[config.mk]
export PLATFORM = sky130hd
export DESIGN_NAME = positional_list_engine_flat
export DESIGN_NICKNAME = d
export VERILOG_FILES = /design/src/ple_pkg.sv /design/src/ple_in_if.sv /design/src/ple_out_if.sv /design/src/positional_list_engine.sv /design/src/ple_datapath.sv /design/src/ple_controller.sv /design/src/flat_wrapper.sv
export SDC_FILE = /design/constraint.sdc
export NUM_CORES = 2
export LEC_CHECK = 0
export BUFFER_PORTS_ARGS = -buffer_cell sky130_fd_sc_hd__buf_2
export CORE_MARGIN = 2
export CORE_UTILIZATION = 45
export CTS_CLUSTER_SIZE = 12
export DETAILED_ROUTE_END_ITERATION = 12
export REMOVE_ABC_BUFFERS = 1
export SYNTH_ARGS = -nofsm -noshare
export SYNTH_HDL_FRONTEND = slang
export SYNTH_SLANG_ARGS = --single-unit
[constraint.sdc]
create_clock -name i_clk -period 11.3 [get_ports i_clk]
set_clock_uncertainty 0.15 [all_clocks]
set_input_delay 0.565 -clock i_clk [delete_from_list [all_inputs] [get_ports i_clk]]
set_output_delay 0.565 -clock i_clk [all_outputs]
set_load 0.05 [all_outputs]
[src/ple_pkg.sv]
`default_nettype none

package ple_pkg;

    localparam int CAPACITY = 64;
    localparam int IDX_W = $clog2(CAPACITY);
    localparam int CNT_W = $clog2(CAPACITY + 1);
    localparam int CMP_W = (CNT_W > 7) ? CNT_W : 7;

    localparam logic [2:0] FN_INSERT  = 3'd0;
    localparam logic [2:0] FN_REMOVE  = 3'd1;
    localparam logic [2:0] FN_DUMP    = 3'd2;
    localparam logic [2:0] FN_MOVE    = 3'd3;
    localparam logic [2:0] FN_REVERSE = 3'd4;
    localparam logic [2:0] FN_ROTL    = 3'd5;
    localparam logic [2:0] FN_ROTR    = 3'd6;

    typedef enum logic [1:0] {
        ST_OK     = 2'd0,
        ST_EMPTY  = 2'd1,
        ST_REJECT = 2'd2
    } t_status;

    typedef enum logic [3:0] {
        S_IDLE, S_DECODE, S_SU_RD, S_SU_WR, S_SD_RD, S_SD_WR, S_MV_RD, S_MV_HOLD,
        S_RV_RD0, S_RV_RD1, S_RV_W0, S_RV_W1, S_DP_RD, S_DP_EMIT, S_DONE, S_REPLY
    } t_state;

    typedef enum logic [3:0] {
        SET_NONE, SET_INS, SET_REM, SET_MVDN, SET_MVUP, SET_REV_ALL, SET_ROT_A,
        SET_ROT_B, SET_DUMP
    } t_setup;

    typedef enum logic [2:0] {RD_LO, RD_HI, RD_LO1, RD_HI1, RD_POS} t_rd;

    typedef enum logic [2:0] {
        WR_NONE, WR_LO_RD, WR_HI_RD, WR_HI_HOLD, WR_TGT_HOLD, WR_LO_VAL
    } t_wr;

    typedef enum logic [1:0] {CNT_HOLD, CNT_INC, CNT_DEC} t_cnt;

    typedef enum logic [1:0] {OUT_NONE, OUT_STATUS, OUT_DUMP} t_out;

    typedef struct packed {
        logic    load_op;
        t_setup  setup;
        logic    lo_inc;
        logic    hi_dec;
        t_rd     rd;
        t_wr     wr;
        logic    hold_ld;
        t_cnt    cnt;
        t_out    out;
        t_status code;
    } t_cmd;

    typedef struct packed {
        logic [2:0] func;
        logic       lo_lt_hi;
        logic       ins_full;
        logic       rem_bad;
        logic       mov_bad;
        logic       mov_eq;
        logic       mov_up;
        logic       rot_zero;
        logic       rot_bad;
        logic       n_lt2;
        logic       empty;
        logic       dump_last;
        logic       out_free;
    } t_flags;

endpackage

`default_nettype wire

[src/ple_in_if.sv]
`default_nettype none

interface ple_in_if;
    logic               valid;
    logic               ready;
    logic [2:0]         func;
    logic signed [31:0] value;
    logic [6:0]         position;
    logic [5:0]         target_position;

    modport source (output valid, func, value, position, target_position, input ready);
    modport sink (input valid, func, value, position, target_position, output ready);
endinterface

`default_nettype wire

[src/ple_out_if.sv]
`default_nettype none

interface ple_out_if;
    logic               valid;
    logic               ready;
    logic signed [31:0] value_res;
    logic               last;
    logic [1:0]         status;

    modport source (output valid, value_res, last, status, input ready);
    modport sink (input valid, value_res, last, status, output ready);
endinterface

`default_nettype wire

[src/positional_list_engine.sv]
// Positional list engine: keeps an ordered list of up to CAPACITY signed 32-bit words in a
// single-port-read, single-port-write memory and runs one operation per input transfer
// (insert, remove, dump, move, reverse, rotate left, rotate right). Every operation yields one
// status transfer, except a non-empty dump, which yields one transfer per word with last set on
// the final one. The memory sets the pace: each shifted word is read and then written back,
// for insert, remove and move alike, and move first reads and holds the moved word; reverse
// swaps words pairwise from both ends, rotation runs as three reversals, dump reads each word
// before it is emitted, and a rejected or trivial operation goes straight to its status reply.
// A new operation is taken only once the previous one has finished, though a finished result
// may still be waiting in the output register.
`default_nettype none

module positional_list_engine (
    input  wire  i_clk,
    input  wire  i_rst_n,
    ple_in_if.sink    i_in,
    ple_out_if.source o_out
);
    import ple_pkg::*;

    t_cmd   cmd;
    t_flags flags;

    // The controller sequences each operation; the datapath owns the memory and counters.
    ple_controller u_ctrl (
        .i_clk      (i_clk),
        .i_rst_n    (i_rst_n),
        .i_in_valid (i_in.valid),
        .i_flags    (flags),
        .o_in_ready (i_in.ready),
        .o_cmd      (cmd)
    );

    ple_datapath u_dp (
        .i_clk             (i_clk),
        .i_rst_n           (i_rst_n),
        .i_cmd             (cmd),
        .i_func            (i_in.func),
        .i_value           (i_in.value),
        .i_position        (i_in.position),
        .i_target_position (i_in.target_position),
        .i_out_ready       (o_out.ready),
        .o_flags           (flags),
        .o_out_valid       (o_out.valid),
        .o_value_res       (o_out.value_res),
        .o_last            (o_out.last),
        .o_status          (o_out.status)
    );

endmodule

`default_nettype wire

[src/ple_datapath.sv]
`default_nettype none

module ple_datapath (
    input  wire                 i_clk,
    input  wire                 i_rst_n,
    input  ple_pkg::t_cmd       i_cmd,
    input  wire [2:0]           i_func,
    input  wire signed [31:0]   i_value,
    input  wire [6:0]           i_position,
    input  wire [5:0]           i_target_position,
    input  wire                 i_out_ready,
    output ple_pkg::t_flags     o_flags,
    output logic                o_out_valid,
    output logic signed [31:0]  o_value_res,
    output logic                o_last,
    output logic [1:0]          o_status
);
    import ple_pkg::*;

    logic [31:0]        mem [CAPACITY];
    logic [31:0]        r_rdata;
    logic [31:0]        r_hold;
    logic [2:0]         r_func;
    logic signed [31:0] r_val;
    logic [6:0]         r_pos;
    logic [5:0]         r_tgt;
    logic [CNT_W-1:0]   r_count, n_count;
    logic [CNT_W-1:0]   r_lo, n_lo;
    logic [CNT_W-1:0]   r_hi, n_hi;
    logic               r_out_valid;
    logic signed [31:0] r_out_value;
    logic               r_out_last;
    logic [1:0]         r_out_status;

    logic [CMP_W-1:0]   pos_w, tgt_w, n_w;
    logic [CNT_W-1:0]   pos_n, tgt_n, rot_x, raddr_c, waddr_c;
    logic [31:0]        wdata;
    logic               we;
    logic               out_free;

    assign pos_w = CMP_W'(r_pos);
    assign tgt_w = CMP_W'(r_tgt);
    assign n_w   = CMP_W'(r_count);
    assign pos_n = CNT_W'(pos_w);
    assign tgt_n = CNT_W'(tgt_w);
    assign rot_x = (r_func == FN_ROTL) ? pos_n : r_count - pos_n;
    assign out_free = !r_out_valid || i_out_ready;

    always_comb begin
        o_flags.func      = r_func;
        o_flags.lo_lt_hi  = r_lo < r_hi;
        o_flags.ins_full  = r_count == CNT_W'(CAPACITY);
        o_flags.rem_bad   = pos_w >= n_w;
        o_flags.mov_bad   = (pos_w >= n_w) || (tgt_w >= n_w);
        o_flags.mov_eq    = pos_w == tgt_w;
        o_flags.mov_up    = pos_w > tgt_w;
        o_flags.rot_zero  = pos_w == '0;
        o_flags.rot_bad   = pos_w >= n_w;
        o_flags.n_lt2     = r_count < CNT_W'(2);
        o_flags.empty     = r_count == '0;
        o_flags.dump_last = r_lo == r_count - CNT_W'(1);
        o_flags.out_free  = out_free;
    end

    always_comb begin
        n_lo = r_lo;
        n_hi = r_hi;
        unique case (i_cmd.setup)
            SET_NONE: begin
                if (i_cmd.lo_inc) n_lo = r_lo + CNT_W'(1);
                if (i_cmd.hi_dec) n_hi = r_hi - CNT_W'(1);
            end
            SET_INS: begin
                n_lo = (pos_w > n_w) ? r_count : pos_n;
                n_hi = r_count;
            end
            SET_REM: begin
                n_lo = pos_n;
                n_hi = r_count - CNT_W'(1);
            end
            SET_MVDN: begin
                n_lo = pos_n;
                n_hi = tgt_n;
            end
            SET_MVUP: begin
                n_lo = tgt_n;
                n_hi = pos_n;
            end
            SET_REV_ALL: begin
                n_lo = '0;
                n_hi = r_count - CNT_W'(1);
            end
            SET_ROT_A: begin
                n_lo = '0;
                n_hi = rot_x - CNT_W'(1);
            end
            SET_ROT_B: begin
                n_lo = rot_x;
                n_hi = r_count - CNT_W'(1);
            end
            SET_DUMP: begin
                n_lo = '0;
            end
            default: begin
                n_lo = r_lo;
            end
        endcase
    end

    always_comb begin
        unique case (i_cmd.rd)
            RD_LO:   raddr_c = r_lo;
            RD_HI:   raddr_c = r_hi;
            RD_LO1:  raddr_c = r_lo + CNT_W'(1);
            RD_HI1:  raddr_c = r_hi - CNT_W'(1);
            RD_POS:  raddr_c = pos_n;
            default: raddr_c = r_lo;
        endcase
    end

    always_comb begin
        we      = 1'b1;
        waddr_c = r_lo;
        wdata   = r_rdata;
        unique case (i_cmd.wr)
            WR_NONE:     we = 1'b0;
            WR_LO_RD:    waddr_c = r_lo;
            WR_HI_RD:    waddr_c = r_hi;
            WR_HI_HOLD: begin
                waddr_c = r_hi;
                wdata   = r_hold;
            end
            WR_TGT_HOLD: begin
                waddr_c = tgt_n;
                wdata   = r_hold;
            end
            WR_LO_VAL:   wdata = r_val;
            default:     we = 1'b0;
        endcase
    end

    always_comb begin
        unique case (i_cmd.cnt)
            CNT_INC: n_count = r_count + CNT_W'(1);
            CNT_DEC: n_count = r_count - CNT_W'(1);
            default: n_count = r_count;
        endcase
    end

    always_ff @(posedge i_clk) begin
        if (we) mem[waddr_c[IDX_W-1:0]] <= wdata;
        r_rdata <= mem[raddr_c[IDX_W-1:0]];
    end

    always_ff @(posedge i_clk) begin
        r_lo <= n_lo;
        r_hi <= n_hi;
        if (i_cmd.hold_ld) r_hold <= r_rdata;
        if (i_cmd.load_op) begin
            r_func <= i_func;
            r_val  <= i_value;
            r_pos  <= i_position;
            r_tgt  <= i_target_position;
        end
        if (i_cmd.out == OUT_STATUS) begin
            r_out_value  <= '0;
            r_out_last   <= 1'b1;
            r_out_status <= i_cmd.code;
        end else if (i_cmd.out == OUT_DUMP) begin
            r_out_value  <= $signed(r_rdata);
            r_out_last   <= o_flags.dump_last;
            r_out_status <= ST_OK;
        end
    end

    always_ff @(posedge i_clk) begin
        if (!i_rst_n) begin
            r_count     <= '0;
            r_out_valid <= 1'b0;
        end else begin
            r_count <= n_count;
            if (i_cmd.out != OUT_NONE) r_out_valid <= 1'b1;
            else if (i_out_ready)      r_out_valid <= 1'b0;
        end
    end

    assign o_out_valid = r_out_valid;
    assign o_value_res = r_out_value;
    assign o_last      = r_out_last;
    assign o_status    = r_out_status;

endmodule

`default_nettype wire

[src/ple_controller.sv]
`default_nettype none

module ple_controller (
    input  wire              i_clk,
    input  wire              i_rst_n,
    input  wire              i_in_valid,
    input  ple_pkg::t_flags  i_flags,
    output logic             o_in_ready,
    output ple_pkg::t_cmd    o_cmd
);
    import ple_pkg::*;

    t_state     r_state, n_state;
    logic [1:0] r_step, n_step;
    t_status    r_code, n_code;

    always_ff @(posedge i_clk) begin
        if (!i_rst_n) begin
            r_state <= S_IDLE;
            r_step  <= '0;
            r_code  <= ST_OK;
        end else begin
            r_state <= n_state;
            r_step  <= n_step;
            r_code  <= n_code;
        end
    end

    assign o_in_ready = r_state == S_IDLE;

    always_comb begin
        n_state = r_state;
        n_step  = r_step;
        n_code  = r_code;
        o_cmd   = '{load_op: 1'b0, setup: SET_NONE, lo_inc: 1'b0, hi_dec: 1'b0,
                    rd: RD_LO, wr: WR_NONE, hold_ld: 1'b0, cnt: CNT_HOLD,
                    out: OUT_NONE, code: ST_OK};
        unique case (r_state)
            S_IDLE: begin
                if (i_in_valid) begin
                    o_cmd.load_op = 1'b1;
                    n_state = S_DECODE;
                end
            end
            S_DECODE: begin
                n_state = S_REPLY;
                n_code  = ST_REJECT;
                unique case (i_flags.func)
                    FN_INSERT: begin
                        if (!i_flags.ins_full) begin
                            o_cmd.setup = SET_INS;
                            n_state = S_SU_RD;
                        end
                    end
                    FN_REMOVE: begin
                        if (!i_flags.rem_bad) begin
                            o_cmd.setup = SET_REM;
                            n_state = S_SD_RD;
                        end
                    end
                    FN_DUMP: begin
                        if (i_flags.empty) begin
                            n_code = ST_EMPTY;
                        end else begin
                            o_cmd.setup = SET_DUMP;
                            n_state = S_DP_RD;
                        end
                    end
                    FN_MOVE: begin
                        if (!i_flags.mov_bad) begin
                            if (i_flags.mov_eq) n_code = ST_OK;
                            else n_state = S_MV_RD;
                        end
                    end
                    FN_REVERSE: begin
                        if (i_flags.n_lt2) begin
                            n_code = ST_OK;
                        end else begin
                            o_cmd.setup = SET_REV_ALL;
                            n_step  = 2'd2;
                            n_state = S_RV_RD0;
                        end
                    end
                    FN_ROTL, FN_ROTR: begin
                        if (i_flags.rot_zero) begin
                            n_code = ST_OK;
                        end else if (!i_flags.rot_bad) begin
                            o_cmd.setup = SET_ROT_A;
                            n_step  = 2'd0;
                            n_state = S_RV_RD0;
                        end
                    end
                    default: n_code = ST_REJECT;
                endcase
            end
            S_SU_RD: begin
                o_cmd.rd = RD_HI1;
                n_state = i_flags.lo_lt_hi ? S_SU_WR : S_DONE;
            end
            S_SU_WR: begin
                o_cmd.wr     = WR_HI_RD;
                o_cmd.hi_dec = 1'b1;
                n_state = S_SU_RD;
            end
            S_SD_RD: begin
                o_cmd.rd = RD_LO1;
                n_state = i_flags.lo_lt_hi ? S_SD_WR : S_DONE;
            end
            S_SD_WR: begin
                o_cmd.wr     = WR_LO_RD;
                o_cmd.lo_inc = 1'b1;
                n_state = S_SD_RD;
            end
            S_MV_RD: begin
                o_cmd.rd = RD_POS;
                n_state = S_MV_HOLD;
            end
            S_MV_HOLD: begin
                o_cmd.hold_ld = 1'b1;
                if (i_flags.mov_up) begin
                    o_cmd.setup = SET_MVUP;
                    n_state = S_SU_RD;
                end else begin
                    o_cmd.setup = SET_MVDN;
                    n_state = S_SD_RD;
                end
            end
            S_RV_RD0: begin
                o_cmd.rd = RD_LO;
                if (i_flags.lo_lt_hi) begin
                    n_state = S_RV_RD1;
                end else begin
                    unique case (r_step)
                        2'd0: begin
                            o_cmd.setup = SET_ROT_B;
                            n_step = 2'd1;
                        end
                        2'd1: begin
                            o_cmd.setup = SET_REV_ALL;
                            n_step = 2'd2;
                        end
                        default: n_state = S_DONE;
                    endcase
                end
            end
            S_RV_RD1: begin
                o_cmd.hold_ld = 1'b1;
                o_cmd.rd = RD_HI;
                n_state = S_RV_W0;
            end
            S_RV_W0: begin
                o_cmd.wr = WR_LO_RD;
                n_state = S_RV_W1;
            end
            S_RV_W1: begin
                o_cmd.wr     = WR_HI_HOLD;
                o_cmd.lo_inc = 1'b1;
                o_cmd.hi_dec = 1'b1;
                n_state = S_RV_RD0;
            end
            S_DP_RD: begin
                o_cmd.rd = RD_LO;
                n_state = S_DP_EMIT;
            end
            S_DP_EMIT: begin
                o_cmd.rd = RD_LO;
                if (i_flags.out_free) begin
                    o_cmd.out = OUT_DUMP;
                    if (i_flags.dump_last) begin
                        n_state = S_IDLE;
                    end else begin
                        o_cmd.lo_inc = 1'b1;
                        n_state = S_DP_RD;
                    end
                end
            end
            S_DONE: begin
                if (i_flags.out_free) begin
                    o_cmd.out  = OUT_STATUS;
                    o_cmd.code = ST_OK;
                    if (i_flags.func == FN_INSERT) begin
                        o_cmd.wr  = WR_LO_VAL;
                        o_cmd.cnt = CNT_INC;
                    end else if (i_flags.func == FN_REMOVE) begin
                        o_cmd.cnt = CNT_DEC;
                    end else if (i_flags.func == FN_MOVE) begin
                        o_cmd.wr = WR_TGT_HOLD;
                    end
                    n_state = S_IDLE;
                end
            end
            S_REPLY: begin
                if (i_flags.out_free) begin
                    o_cmd.out  = OUT_STATUS;
                    o_cmd.code = r_code;
                    n_state = S_IDLE;
                end
            end
            default: n_state = S_IDLE;
        endcase
    end

endmodule

`default_nettype wire
[src/flat_wrapper.sv]
// flat-port wrapper written by rule: the top's interface ports become plain ports
module positional_list_engine_flat import ple_pkg::*;
  (i_clk, i_rst_n, i_in_valid, i_in_func, i_in_value, i_in_position, i_in_target_position, i_in_ready, o_out_valid, o_out_value_res, o_out_last, o_out_status, o_out_ready);
  ple_in_if i_in_i ();
  ple_out_if o_out_i ();
  input  wire i_clk;
  input  wire i_rst_n;
  input wire logic [$bits(i_in_i.valid)-1:0] i_in_valid;
  input wire logic [$bits(i_in_i.func)-1:0] i_in_func;
  input wire logic [$bits(i_in_i.value)-1:0] i_in_value;
  input wire logic [$bits(i_in_i.position)-1:0] i_in_position;
  input wire logic [$bits(i_in_i.target_position)-1:0] i_in_target_position;
  output wire logic [$bits(i_in_i.ready)-1:0] i_in_ready;
  output wire logic [$bits(o_out_i.valid)-1:0] o_out_valid;
  output wire logic [$bits(o_out_i.value_res)-1:0] o_out_value_res;
  output wire logic [$bits(o_out_i.last)-1:0] o_out_last;
  output wire logic [$bits(o_out_i.status)-1:0] o_out_status;
  input wire logic [$bits(o_out_i.ready)-1:0] o_out_ready;
  assign i_in_i.valid = i_in_valid;
  assign i_in_i.func = i_in_func;
  assign i_in_i.value = i_in_value;
  assign i_in_i.position = i_in_position;
  assign i_in_i.target_position = i_in_target_position;
  assign i_in_ready = i_in_i.ready;
  assign o_out_valid = o_out_i.valid;
  assign o_out_value_res = o_out_i.value_res;
  assign o_out_last = o_out_i.last;
  assign o_out_status = o_out_i.status;
  assign o_out_i.ready = o_out_ready;
  positional_list_engine u_core (.i_clk(i_clk), .i_rst_n(i_rst_n), .i_in(i_in_i), .o_out(o_out_i));
endmodule
==> results_dict.tcl <==
set metrics [dict create \
    status "complete, no violations" \
    holdWs_ns 0.234 \
    gp_congestion 0.872 \
    slew_viol_final 0 \
    core_area_um2 193000 \
    clock_sinks 2225 \
    die_x_um 445 \
    ant_nets 0 \
    nFillCells 15600 \
    async_flop_share_pct 0 \
    synthTopCellsByArea "edfxtp_1 74%, mux4_2 6.6%, nand2_1 3.6%" \
    startpoint_type "flop" \
    htreeDepth 4 \
    hold_violations 0 \
    place_inst 7654 \
    final_common_cell "edfxtp_1" \
    viasPerCell 6.10 \
    port_buffers 88 \
    cts_buffers 222 \
    post-route-min-period_ns 6.63 \
    row_count 161 \
    drcViolationCount 0 \
    synth_edf_count 2144 \
    peakVddDrop_uv 342 \
    worst_path_largest_cell_delay_ns 0.95 \
    avgSynthCellArea_um2 16.7 \
    instances_no_fill 8099 \
    clk_pin_slew_worst_paths_ns 0.06 \
    critPathKind "flop to flop" \
    crit_chain "nor2b_1 -> nand3_1 -> nand4_4 -> buf_4 -> buf_4 -> buf_4 -> mux4_2 -> a22oi_1 -> nand4_1 -> nand4bb_1" \
    syn_area_um2 87500 \
    grt_pass1_vias 47700 \
    synth.distinct_cells 88 \
    clockBufferDepth 3 \
    vias 49400 \
    power_density_nw_per_um2 297 \
    clk_latency_ns 0.85 \
    die_h_um 445 \
    synth_seq_cells 2225 \
    cts_post_setup_buffers_inserted 0 \
    cp-end-kind "flop" \
    fp.dieArea_um2 198000 \
    critPathRequiredTime_ns 11.85 \
    num-nets-final 5489 \
    grt.overflow.total 0 \
    dp_slack_ns 4.74 \
    io_pins 89 \
    wl_um 242000 \
    synth_area_leader_cell "edfxtp_1" \
    drive_above_1_share_pct 16.0 \
    most-common-layout-cells "2144 x edfxtp_1, 797 x nand2_1, 257 x mux4_2" \
    critPathSlowestCell "buf_4" \
    ctsResizeCount 0 \
    synth_top_flop_cell "edfxtp_1" \
    cts_tree "yes" \
    crit_top_cell "buf_4" \
    postSynthCellCount 5231 \
    grt_usage_pct 24.2 \
    hold_class "input port to flop" \
    drtPass1Iterations 6 \
    routedWlPerCell_um 29.9 \
    tightest_slew_ns 1.35 \
    synthToLayoutAreaGrowth_pct 12.6 \
    clockRootBuffer "clkbuf_16" \
    rsz0062_at_grt "false" \
    power.leakage_uw 0.0318 \
    relSlewSlack_pct 9.85 \
    critPathArrivalTime_ns 7.18 \
    grt_pass1_wl_um 346000 \
    worst_slack_ns 4.67 \
    initial_utilization_pct 45.4 \
    synth.top_cell.area_share_pct 73.6 \
    setup_viol_count_final 0 \
    fmax_ghz 0.151 \
    path_buf_inv 3 \
    crit_fanout 73 \
    grt_max_degree 172 \
    cts_hold_buf 50 \
    power_uw 29300 \
    dp_hpwl_um 127000 \
    ys.warnings.count 0 \
    synth_seq_area_share_pct 75.4 \
    finalCritPeriodShare_pct 58.7 \
    drt_iter0_markers 6672 \
    maxCapViolCount 0 \
    critical-path-top-delay-family "buffers and inverters" \
    antenna_found_initial 17 \
    reg2reg_slack_ns 4.67 \
]
==> layout make-up <==
type,instances,area [um2],share of cell area [%]
multi-input combinational,2639,20500,20.8
antenna,4,10.0,0.0102
inverter,45,169,0.171
clock inverter,61,427,0.433
tap,2526,3160,3.21
timing repair buffer,269,1990,2.02
sequential,2225,66000,67.0
clock buffer,330,6230,6.32
==> worst reg2reg max path, stage by stage, from the launching register on <==
cell       delay, ns
dfxtp_1         0.92
nor2b_1         0.53
nand3_1         0.26
nand4_4         0.56
buf_4           0.64
buf_4           0.91
buf_4           1.04
mux4_2          0.45
a22oi_1         0.22
nand4_1         0.45
nand4bb_1       0.36
==> logic make-up (layout without fill, tap and decap cells) <==
| kind of cell | count (synthesis) | after routing | share of synthesized area, % |
|---|---|---|---|
| DFF | 2225 | 2225 | 75.4 |
| and+or+nand+nor | 1388 | 1388 | 7.13 |
| AOI/OAI and AO/OA | 767 | 767 | 6.23 |
| muxes | 425 | 425 | 8.53 |
| buffers and inverters | 367 | 705 | 1.89 |
| adders and majority gates | 35 | 35 | 0.509 |
| xor gates and xnor gates | 24 | 24 | 0.287 |
| other | 0 | 4 | 0 |
==> stage by stage <==
| stage | area (um2) | util [%] | TNS (ns) |
|---|---|---|---|
| after floorplan | 86000 | - | -330.18 |
| after global placement | 91400 | 47.3 | 0 |
| after detailed placement | 91400 | 47.3 | 0 |
| after CTS | 98500 | 51.0 | 0 |
| after global routing | 98500 | 51.0 | 0 |
| final | 98500 | 51.1 | 0 |
==> flip-flops by register name, indices dropped and copies added (netlist names) <==
| signal | count |
|---|---|
| u_core.u_dp.r_func | 3 |
| u_core.u_ctrl.r_code | 2 |
| u_core.u_dp.o_out_valid | 1 |
| u_core.u_dp.r_rdata | 32 |
| u_core.u_dp.r_lo | 7 |
| u_core.u_dp.r_hold | 32 |
| u_core.u_dp.o_value_res | 32 |
| u_core.u_dp.r_val | 32 |
| u_core.u_dp.o_status | 2 |
| u_core.u_dp.r_hi | 7 |
| u_core.u_dp.o_last | 1 |
| u_core.u_ctrl.r_state | 4 |
| u_core.u_ctrl.r_step | 2 |
| u_core.u_dp.mem | 2048 |
| u_core.u_dp.n_w | 7 |
| u_core.u_dp.r_tgt | 6 |
| u_core.u_dp.pos_n | 7 |
==> path summary, 6_finish.rpt <==
kind,start,end,cells after the start
min reg2reg,u_core.u_ctrl.r_code[0]$_SDFFE_PN0P_,u_core.u_ctrl.r_code[0]$_SDFFE_PN0P_,2
max,u_core.u_ctrl.r_state[2]$_SDFFE_PN0P_,u_core.u_dp.r_rdata[22]$_DFF_P_,10
min,o_out_ready,u_core.u_ctrl.r_state[1]$_SDFFE_PN0P_,3
max reg2reg,u_core.u_ctrl.r_state[2]$_SDFFE_PN0P_,u_core.u_dp.r_rdata[22]$_DFF_P_,10
==> routing by layer <==
metal,global-route usage (%),part of all wire (%)
met3,4.03,8.0
met5,0,0.0087
met4,5.76,2.1
met1,34.7,42
met2,38.9,48
==> cell usage after synthesis (10+ instances only) <==
cell type	n
ha_1	34
a32oi_1	99
a21o_1	11
nor2b_1	16
nand3_1	223
buf_6	13
buf_1	22
nor3_1	23
buf_4	15
nand2_1	829
and2_1	13
dfxtp_1	81
a21oi_1	139
edfxtp_1	2144
inv_1	44
xnor2_1	16
o21ai_1	13
mux4_2	257
mux2i_1	168
nand4bb_1	31
o22ai_1	73
and3_1	12
a221oi_1	10
nor2_1	138
a22oi_1	163
nand2b_1	13
a31oi_1	15
clkbuf_1	175
buf_2	97
o2111ai_1	95
nand4_1	38
o21ai_0	73
==> where the power goes <==
part / internal [uW] / leakage (uW) / switching (uW)
clock: 3880 / 0.00324 / 3000
combinational: 3710 / 0.00851 / 7770
sequential: 10600 / 0.0201 / 345
total: 18200 / 0.0318 / 11100
No activity file was read; power rests on OpenSTA's default activity.
